**src/rtl/core/kerr_pkg.sv**
```systemverilog
// Key event rollover report: shared constants, types and keymap ROMs.
// No dependencies; every other file of the block uses this package.

package kerr_pkg;

    localparam int SLOT_COUNT = 6;
    localparam int CODE_LIMIT = 70;
    localparam int MAP_SIZE   = 70;
    localparam int OUT_CHARS  = 6;

    localparam int EVENT_W    = 8;
    localparam int CODE_W     = 7;
    localparam int CHAR_W     = 7;
    localparam int MAP_IDX_W  = $clog2(MAP_SIZE);
    localparam int CHAR_CNT_W = $clog2(OUT_CHARS + 1);
    localparam int OUT_IDX_W  = (OUT_CHARS > 1) ? $clog2(OUT_CHARS) : 1;

    // Event byte layout
    localparam int PRESS_BIT = 7;

    // Modifier key codes
    localparam logic [CODE_W-1:0] K_FN    = 7'd3;
    localparam logic [CODE_W-1:0] K_CTRL  = 7'd4;
    localparam logic [CODE_W-1:0] K_SHIFT = 7'd7;
    localparam logic [CODE_W-1:0] K_OPT   = 7'd8;
    localparam logic [CODE_W-1:0] K_ALT   = 7'd14;

    typedef logic [SLOT_COUNT-1:0][CODE_W-1:0] slots_t;

    typedef struct packed {
        logic                            fn_layer;
        logic [OUT_CHARS-1:0][CHAR_W-1:0] chars;
        logic                            any_held;
    } report_t;

    typedef struct packed {
        slots_t slots;
        logic   changed;
    } slot_upd_t;

    localparam logic [CHAR_W-1:0] BASE_MAP [0:MAP_SIZE-1] = '{
        7'h60, 7'h09, 7'h00, 7'h00, 7'h31, 7'h71, 7'h00, 7'h00, 7'h00, 7'h00,
        7'h32, 7'h77, 7'h61, 7'h00, 7'h33, 7'h65, 7'h73, 7'h7A, 7'h00, 7'h00,
        7'h34, 7'h72, 7'h64, 7'h78, 7'h35, 7'h74, 7'h66, 7'h63, 7'h00, 7'h00,
        7'h36, 7'h79, 7'h67, 7'h76, 7'h37, 7'h75, 7'h68, 7'h62, 7'h00, 7'h00,
        7'h38, 7'h69, 7'h6A, 7'h6E, 7'h39, 7'h6F, 7'h6B, 7'h6D, 7'h00, 7'h00,
        7'h30, 7'h70, 7'h6C, 7'h2C, 7'h2D, 7'h5B, 7'h3B, 7'h2E, 7'h00, 7'h00,
        7'h3D, 7'h5D, 7'h27, 7'h2F, 7'h7F, 7'h5C, 7'h0A, 7'h20, 7'h00, 7'h00
    };

    localparam logic [CHAR_W-1:0] UPPER_MAP [0:MAP_SIZE-1] = '{
        7'h7E, 7'h09, 7'h00, 7'h00, 7'h21, 7'h51, 7'h00, 7'h00, 7'h00, 7'h00,
        7'h40, 7'h57, 7'h41, 7'h00, 7'h23, 7'h45, 7'h53, 7'h5A, 7'h00, 7'h00,
        7'h24, 7'h52, 7'h44, 7'h58, 7'h25, 7'h54, 7'h46, 7'h43, 7'h00, 7'h00,
        7'h5E, 7'h59, 7'h47, 7'h56, 7'h26, 7'h55, 7'h48, 7'h42, 7'h00, 7'h00,
        7'h2A, 7'h49, 7'h4A, 7'h4E, 7'h28, 7'h4F, 7'h4B, 7'h4D, 7'h00, 7'h00,
        7'h29, 7'h50, 7'h4C, 7'h3C, 7'h5F, 7'h7B, 7'h3A, 7'h3E, 7'h00, 7'h00,
        7'h2B, 7'h7D, 7'h22, 7'h3F, 7'h7F, 7'h7C, 7'h0A, 7'h20, 7'h00, 7'h00
    };

    function automatic logic is_modifier(input logic [CODE_W-1:0] code);
        return (code == K_FN) || (code == K_SHIFT) || (code == K_CTRL) ||
               (code == K_ALT) || (code == K_OPT);
    endfunction

    // One-based code to character; codes off the end of the map give 0.
    function automatic logic [CHAR_W-1:0] key_char(input logic upper,
                                                   input logic [CODE_W-1:0] code);
        logic [CODE_W-1:0]    idx;
        logic [CHAR_W-1:0]    ch;
        idx = code - CODE_W'(1);
        ch  = '0;
        if ((code != '0) && (idx < CODE_W'(MAP_SIZE)))
        begin
            if (upper)
            begin
                ch = UPPER_MAP[idx[MAP_IDX_W-1:0]];
            end
            else
            begin
                ch = BASE_MAP[idx[MAP_IDX_W-1:0]];
            end
        end
        return ch;
    endfunction

endpackage

```
**src/rtl/core/kerr_if.sv**
```systemverilog
// Event and report handshake channels of the key event rollover report block.
// Depends on kerr_pkg for field widths.

interface kerr_event_if;
    logic                         valid;
    logic                         ready;
    logic [kerr_pkg::EVENT_W-1:0] event_byte;

    modport source (output valid, output event_byte, input ready);
    modport sink   (input valid, input event_byte, output ready);
endinterface

interface kerr_report_if;
    logic                        valid;
    logic                        ready;
    logic                        fn_layer;
    logic [kerr_pkg::CHAR_W-1:0] char_0;
    logic [kerr_pkg::CHAR_W-1:0] char_1;
    logic [kerr_pkg::CHAR_W-1:0] char_2;
    logic [kerr_pkg::CHAR_W-1:0] char_3;
    logic [kerr_pkg::CHAR_W-1:0] char_4;
    logic [kerr_pkg::CHAR_W-1:0] char_5;
    logic                        any_held;
    logic                        changed;

    modport source (output valid, output fn_layer, output char_0, output char_1,
                    output char_2, output char_3, output char_4, output char_5,
                    output any_held, output changed, input ready);
    modport sink   (input valid, input fn_layer, input char_0, input char_1,
                    input char_2, input char_3, input char_4, input char_5,
                    input any_held, input changed, output ready);
endinterface

```
**src/rtl/core/kerr_slot_update.sv**
```systemverilog
// Held-key slot table update for one key event.
// Depends on kerr_pkg.

module kerr_slot_update
(
    input  logic [kerr_pkg::EVENT_W-1:0] event_byte,
    input  kerr_pkg::slots_t             slots,
    output kerr_pkg::slot_upd_t          upd
);

    logic [kerr_pkg::CODE_W-1:0] code;
    logic                        press;
    logic                        code_ok;
    logic                        held;
    logic                        done;

    always_comb
    begin
        code    = event_byte[kerr_pkg::CODE_W-1:0];
        press   = event_byte[kerr_pkg::PRESS_BIT];
        code_ok = (code != '0) && (code <= kerr_pkg::CODE_W'(kerr_pkg::CODE_LIMIT));
        held    = 1'b0;
        done    = 1'b0;
        upd.slots   = slots;
        upd.changed = code_ok;

        for (int i = 0; i < kerr_pkg::SLOT_COUNT; i++)
        begin
            if (slots[i] == code)
            begin
                held = 1'b1;
            end
        end

        if (code_ok)
        begin
            for (int i = 0; i < kerr_pkg::SLOT_COUNT; i++)
            begin
                if (press)
                begin
                    // first empty slot, only if not already held
                    if (!held && !done && (slots[i] == '0))
                    begin
                        upd.slots[i] = code;
                        done = 1'b1;
                    end
                end
                else if (!done && (slots[i] == code))
                begin
                    upd.slots[i] = '0;
                    done = 1'b1;
                end
            end
        end
    end

endmodule

```
**src/rtl/core/kerr_report.sv**
```systemverilog
// Report builder: layer flag, keymap lookup and slot-order character packing.
// Depends on kerr_pkg.

module kerr_report
(
    input  kerr_pkg::slots_t  slots,
    output kerr_pkg::report_t rep
);

    logic [kerr_pkg::CHAR_CNT_W-1:0] n;
    logic [kerr_pkg::CODE_W-1:0]     c;
    logic [kerr_pkg::CHAR_W-1:0]     ch;

    always_comb
    begin
        rep = '0;
        n   = '0;
        c   = '0;
        ch  = '0;

        for (int i = 0; i < kerr_pkg::SLOT_COUNT; i++)
        begin
            if ((slots[i] == kerr_pkg::K_FN) || (slots[i] == kerr_pkg::K_SHIFT))
            begin
                rep.fn_layer = 1'b1;
            end
            if (slots[i] != '0)
            begin
                rep.any_held = 1'b1;
            end
        end

        for (int i = 0; i < kerr_pkg::SLOT_COUNT; i++)
        begin
            c  = slots[i];
            ch = kerr_pkg::key_char(rep.fn_layer, c);
            if ((c != '0) && !kerr_pkg::is_modifier(c) && (ch != '0) &&
                (n < kerr_pkg::CHAR_CNT_W'(kerr_pkg::OUT_CHARS)))
            begin
                rep.chars[n[kerr_pkg::OUT_IDX_W-1:0]] = ch;
                n = n + kerr_pkg::CHAR_CNT_W'(1);
            end
        end
    end

endmodule

```
**src/rtl/core/key_event_rollover_report.sv**
```systemverilog
// Six-key rollover keypad report: top level.
// Path from request accept to report valid: event register, then report register.
// One request per cycle unless the report output stalls; the slot table is read and written in the same cycle.
// Reset (rst_n, asynchronous, active low) empties all six slots and drops both valid flags.
// Depends on kerr_pkg, kerr_if, kerr_slot_update and kerr_report.

module key_event_rollover_report
(
    input  logic                 clk,
    input  logic                 rst_n,
    kerr_event_if.sink           key_event,
    kerr_report_if.source        report
);

    // Event stage
    logic                         ev_valid_reg;
    logic [kerr_pkg::EVENT_W-1:0] ev_reg;

    // Held-key slot table
    kerr_pkg::slots_t             slots_reg;

    // Report stage
    logic                         out_valid_reg;
    logic                         changed_reg;
    kerr_pkg::report_t            rep_reg;

    kerr_pkg::slot_upd_t          upd;
    kerr_pkg::report_t            rep_next;
    logic                         out_free;

    // Report register can take a new request when empty or being drained.
    assign out_free        = !out_valid_reg || report.ready;
    assign key_event.ready = !ev_valid_reg || out_free;

    kerr_slot_update u_slot_update
    (
        .event_byte (ev_reg),
        .slots      (slots_reg),
        .upd        (upd)
    );

    // The report reflects the table after this event has been applied.
    kerr_report u_report
    (
        .slots (upd.slots),
        .rep   (rep_next)
    );

    always_ff @(posedge clk or negedge rst_n)
    begin
        if (!rst_n)
        begin
            ev_valid_reg  <= 1'b0;
            out_valid_reg <= 1'b0;
            slots_reg     <= '0;
        end
        else
        begin
            if (key_event.ready)
            begin
                ev_valid_reg <= key_event.valid;
            end
            if (out_free)
            begin
                out_valid_reg <= ev_valid_reg;
                if (ev_valid_reg)
                begin
                    slots_reg <= upd.slots;
                end
            end
        end
    end

    // Payload registers, no reset needed
    always_ff @(posedge clk)
    begin
        if (key_event.ready && key_event.valid)
        begin
            ev_reg <= key_event.event_byte;
        end
        if (out_free && ev_valid_reg)
        begin
            rep_reg     <= rep_next;
            changed_reg <= upd.changed;
        end
    end

    assign report.valid    = out_valid_reg;
    assign report.fn_layer = rep_reg.fn_layer;
    assign report.char_0   = rep_reg.chars[0];
    assign report.char_1   = rep_reg.chars[1];
    assign report.char_2   = rep_reg.chars[2];
    assign report.char_3   = rep_reg.chars[3];
    assign report.char_4   = rep_reg.chars[4];
    assign report.char_5   = rep_reg.chars[5];
    assign report.any_held = rep_reg.any_held;
    assign report.changed  = changed_reg;

    // A discarded code must leave the slot table untouched.
    a_discard_keeps_slots: assert property (@(posedge clk) disable iff (!rst_n)
        (ev_valid_reg && out_free && !upd.changed) |=> $stable(slots_reg))
        else $error("slot table changed on a discarded event");

    // A pending report always matches the current table occupancy.
    a_any_held_tracks: assert property (@(posedge clk) disable iff (!rst_n)
        out_valid_reg |-> (report.any_held == (slots_reg != '0)))
        else $error("any_held disagrees with slot table");

    // Input back-pressure only when both stages are full and the report is not taken.
    a_stall_only_when_full: assert property (@(posedge clk) disable iff (!rst_n)
        !key_event.ready |-> (ev_valid_reg && out_valid_reg && !report.ready))
        else $error("request refused while a stage was free");

endmodule
```
**src/flat_wrapper.sv**
```systemverilog
// flat-port wrapper written by rule: the top's interface ports become plain ports
module key_event_rollover_report_flat 
  (clk, rst_n, key_event_valid, key_event_event_byte, key_event_ready, report_valid, report_fn_layer, report_char_0, report_char_1, report_char_2, report_char_3, report_char_4, report_char_5, report_any_held, report_changed, report_ready);
  kerr_event_if key_event_i ();
  kerr_report_if report_i ();
  input  logic clk;
  input  logic rst_n;
  input wire logic [$bits(key_event_i.valid)-1:0] key_event_valid;
  input wire logic [$bits(key_event_i.event_byte)-1:0] key_event_event_byte;
  output wire logic [$bits(key_event_i.ready)-1:0] key_event_ready;
  output wire logic [$bits(report_i.valid)-1:0] report_valid;
  output wire logic [$bits(report_i.fn_layer)-1:0] report_fn_layer;
  output wire logic [$bits(report_i.char_0)-1:0] report_char_0;
  output wire logic [$bits(report_i.char_1)-1:0] report_char_1;
  output wire logic [$bits(report_i.char_2)-1:0] report_char_2;
  output wire logic [$bits(report_i.char_3)-1:0] report_char_3;
  output wire logic [$bits(report_i.char_4)-1:0] report_char_4;
  output wire logic [$bits(report_i.char_5)-1:0] report_char_5;
  output wire logic [$bits(report_i.any_held)-1:0] report_any_held;
  output wire logic [$bits(report_i.changed)-1:0] report_changed;
  input wire logic [$bits(report_i.ready)-1:0] report_ready;
  assign key_event_i.valid = key_event_valid;
  assign key_event_i.event_byte = key_event_event_byte;
  assign key_event_ready = key_event_i.ready;
  assign report_valid = report_i.valid;
  assign report_fn_layer = report_i.fn_layer;
  assign report_char_0 = report_i.char_0;
  assign report_char_1 = report_i.char_1;
  assign report_char_2 = report_i.char_2;
  assign report_char_3 = report_i.char_3;
  assign report_char_4 = report_i.char_4;
  assign report_char_5 = report_i.char_5;
  assign report_any_held = report_i.any_held;
  assign report_changed = report_i.changed;
  assign report_i.ready = report_ready;
  key_event_rollover_report u_core (.clk(clk), .rst_n(rst_n), .key_event(key_event_i), .report(report_i));
endmodule
```
**config.mk**
```make
export PLATFORM = sky130hd
export DESIGN_NAME = key_event_rollover_report_flat
export DESIGN_NICKNAME = d
export VERILOG_FILES = /design/src/rtl/core/kerr_pkg.sv /design/src/rtl/core/kerr_if.sv /design/src/rtl/core/kerr_slot_update.sv /design/src/rtl/core/kerr_report.sv /design/src/rtl/core/key_event_rollover_report.sv /design/src/flat_wrapper.sv
export SDC_FILE = /design/constraint.sdc
export NUM_CORES = 1
export LEC_CHECK = 0
export ABC_AREA = 1
export CAP_MARGIN = 20
export CORE_UTILIZATION = 45
export CTS_CLUSTER_DIAMETER = 100
export CTS_CLUSTER_SIZE = 30
export DETAILED_ROUTE_END_ITERATION = 10
export DONT_BUFFER_PORTS = 1
export SYNTH_ARGS = -nofsm -noshare
export SYNTH_HDL_FRONTEND = slang
export SYNTH_SLANG_ARGS = --single-unit
```
**constraint.sdc**
```tcl
create_clock -name clk -period 9.8 [get_ports clk]
set_clock_uncertainty 0.2 [all_clocks]
set_input_delay 0.49 -clock clk [delete_from_list [all_inputs] [get_ports clk]]
set_output_delay 0.49 -clock clk [all_outputs]
set_load 0.01 [all_outputs]
```
==> impl_metrics.py <==
metrics = {
    "clock_tree": {
        "cts-root-buf": "clkbuf_16",
        "cts-root-to-sink-buffers": 2,
        "cts_tree": "built",
        "worstSkewPairLatency_ns": 0.38,
        "cts.repair_timing.setup_buffer_count": 0,
        "tritoncts_buffers": 9,
        "clk_pin_slew_ns": 0.08,
        "cts_sinks": 97,
        "cts_htree_levels": 3,
    },
    "placed_design": {
        "placement.cell_area_mm2": 0.0184,
        "gp_congestion": 1.01,
        "io_buffer_count": 0,
        "detailed_place_hpwl_mm": 49.8,
    },
    "worst_setup_path": {
        "crit_start": "u_core.ev_reg[5]",
        "crit_path_start_kind": "flop",
        "crit_path_frequent_cell": "nand2_1",
        "cpPeakStageDelay_ns": 0.72,
        "cp-end-kind": "flop",
        "reg2regPathDepth": 36,
        "arrival_ns": 8.99,
        "crit_fanout": 26,
        "required_time_reported_for_the_critical_path_endpoint_ns": 9.73,
        "worstReg2RegEnd": "u_core.report.char_3[1]",
        "timing.critical_path.slowest_stage_cell": "edfxtp_1",
        "r2r_start": "u_core.ev_reg[5]",
        "ff2ff_setup_slack_ns": 0.74,
        "crit_path_category": "reg2reg",
    },
    "routing": {
        "detail_route.vias_per_cell": 5.81,
        "routed_wire_length_per_instance_um": 18.1,
        "drt_first_pass_iters": 5,
        "antenna_left": 0,
        "detail_route.drc_violations": 0,
        "routed-via-count": 21400,
        "drt-initial-drc-count": 2172,
        "postRouteWirelength_mm": 66.4,
    },
    "sta": {
        "slew_worst_pin_ns": 1.06,
        "finalSetupViolCount": 0,
        "max_freq_mhz": 110,
        "hold_violation_total_from_the_final_report": 0,
        "slew_violations": 0,
        "timing.hold.ws_ns": 0.0119,
        "grt_setup_unrepaired": "false",
        "setup-tns-final_ns": 0,
        "timing.max_slew.rel_slack": 0.287,
        "final_period_minus_worst_setup_slack_ns": 9.06,
        "final_min_period_over_clock_period": 0.924,
    },
    "synthesis": {
        "synth_cell_type_count": 64,
        "synth_top_flop_cell": "edfxtp_1",
        "syn-instance-count": 3248,
        "sequential_to_total_area_share_from_yosys_stat": 0.147,
        "largest_family_of_logic_cells_by_synthesized_area": "simple AND/OR/NAND/NOR gates",
        "yosys.area_share.xor_xnor": 0.0252,
        "mux_cell_area_share_after_synthesis": 0,
        "synth_warnings": 0,
        "synth-compound-area-share": 0.145,
        "synth_fa_ha_area_frac": 0.0688,
        "synth_async_reset_ratio": 0.454,
        "net_count_after_synthesis": 3360,
        "post_synth.cell_area_avg_um2": 5.64,
        "synth-simple-area-share": 0.507,
        "synth_seq_cells": 97,
        "synth_area_mm2": 0.0183,
        "synth-edff-count": 53,
    },
    "grt": {
        "grt_start_max_net_pins": 80,
        "overall_global_routing_resource_usage": 0.318,
        "global_route.overflow_total": 0,
        "number_of_antenna_violations_at_the_first_check_in_global_routing": 3,
        "via_count_of_the_first_global_routing_pass": 19700,
        "grt_first_pass_wirelength_mm": 107,
    },
    "min_path": {
        "holdPathEnd": "u_core.ev_reg[2]",
        "min_path_type": "in2reg",
        "worst_hold_startpoint": "key_event_event_byte[2]",
        "min_path_cells": 0,
    },
    "floorplan": {
        "floorplan.die_area_mm2": 0.0415,
        "die-height_um": 204,
        "start_util": 0.459,
        "die-width_um": 204,
        "coreArea_mm2": 0.0399,
        "rows": 73,
        "count_of_boundary_i_o_pins": 59,
    },
    "final_layout": {
        "share_of_post_route_cells_with_drive_strength_above_1": 0.0763,
        "commonest_non_fill_non_tap_cell_in_the_layout": "nand2_1",
        "design_area_mm2": 0.0188,
        "postLayoutCoreUtil": 0.471,
        "syn2layout_area_growth_pct": 2.72,
        "final_cell_mix": "nand2_1 (1,178), nand3_1 (417), inv_1 (283)",
        "largest_reg_flops": 42,
        "num-nets-final": 3254,
    },
    "outcome": {
        "outcome": "complete, no violations",
    },
    "job": {
        "drv.max_cap_violation_count": 0,
    },
}
## cell type report
type / count / area, um^2
Timing Repair Buffer: 30 / 275
Clock buffer: 9 / 225
Clock inverter: 7 / 95.1
Tap cell: 525 / 657
Sequential cell: 97 / 2690
Multi-Input combinational cell: 2689 / 13700
Antenna cell: 3 / 7.51
Fill cell: 4331 / 21100
Inverter: 315 / 1190
## critical path: cells and delay by family (launching register included)
family,cells,cell delay (ns)
AO/OA/AOI/OAI,3,1.20
flip-flops,1,0.72
buffers and inverters,7,1.63
adder cells (fa/ha/maj),3,1.04
AND/OR/NAND/NOR,23,3.98
## worst max-delay path by stage
stage               cells after the start                      end
floorplan                              40  u_core.report.char_1[4]
detailed placement                     35  u_core.report.char_3[1]
CTS                                    35  u_core.report.char_3[1]
global route                           43  u_core.report.char_3[2]
global placement                       35  u_core.report.char_3[2]
finish                                 36  u_core.report.char_3[1]
## cells by family (layout without fill, tap and decap cells)
logic type / after synthesis / count (layout)
AND/OR/NAND/NOR: 2078 / 2078
buffers and inverters: 462 / 361
AO/OA/AOI/OAI: 461 / 461
adder cells (fa/ha/maj): 100 / 100
flip-flops: 97 / 97
XOR/XNOR: 50 / 50
other: 0 / 3
## cell usage after synthesis, drive strengths merged (3+ instances only)
library cell / n / area [um^2]
dfrtp: 44 / 1100
nor2: 293 / 1270
o211ai: 26 / 200
buf: 83 / 538
nand4: 44 / 327
o2111ai: 6 / 52.6
xnor2: 26 / 228
a21oi: 94 / 497
nand3: 443 / 2380
or2: 14 / 87.6
inv: 313 / 1180
o31ai: 4 / 30.0
nor4: 6 / 43.8
xor2: 24 / 233
ha: 99 / 1240
o22ai: 6 / 37.5
clkbuf: 64 / 241
nand3b: 14 / 109
a31oi: 3 / 18.8
nand2: 1233 / 4870
edfxtp: 53 / 1590
o21ai: 282 / 1450
nor3: 29 / 178
a22oi: 5 / 37.5
a21boi: 3 / 22.5
o21bai: 25 / 251
## routing by layer
layer  global-route usage  share of wire
met1                0.423           0.43
met2                0.516           0.46
met3               0.0403          0.075
met4                0.130          0.036
met5                    0              0
## metrics by stage
step	cells	setup slack (ns)
after floorplan	3248	2.59
after global placement	3647	0.782
after detailed placement	3649	0.734
after CTS	3670	0.725
after global routing	3675	0.133
final	3675	0.744
## what timing repair did
action / 4_1_cts / 5_1_grt
resized for setup: 0 / 1
hold buffers: 5 / 0
hold endpoints to repair: 47 / 0
setup endpoints to repair: 0 / 2
Power is not shown: default switching activity piles up to over one toggle a cycle in this logic, so the estimate is an artifact.
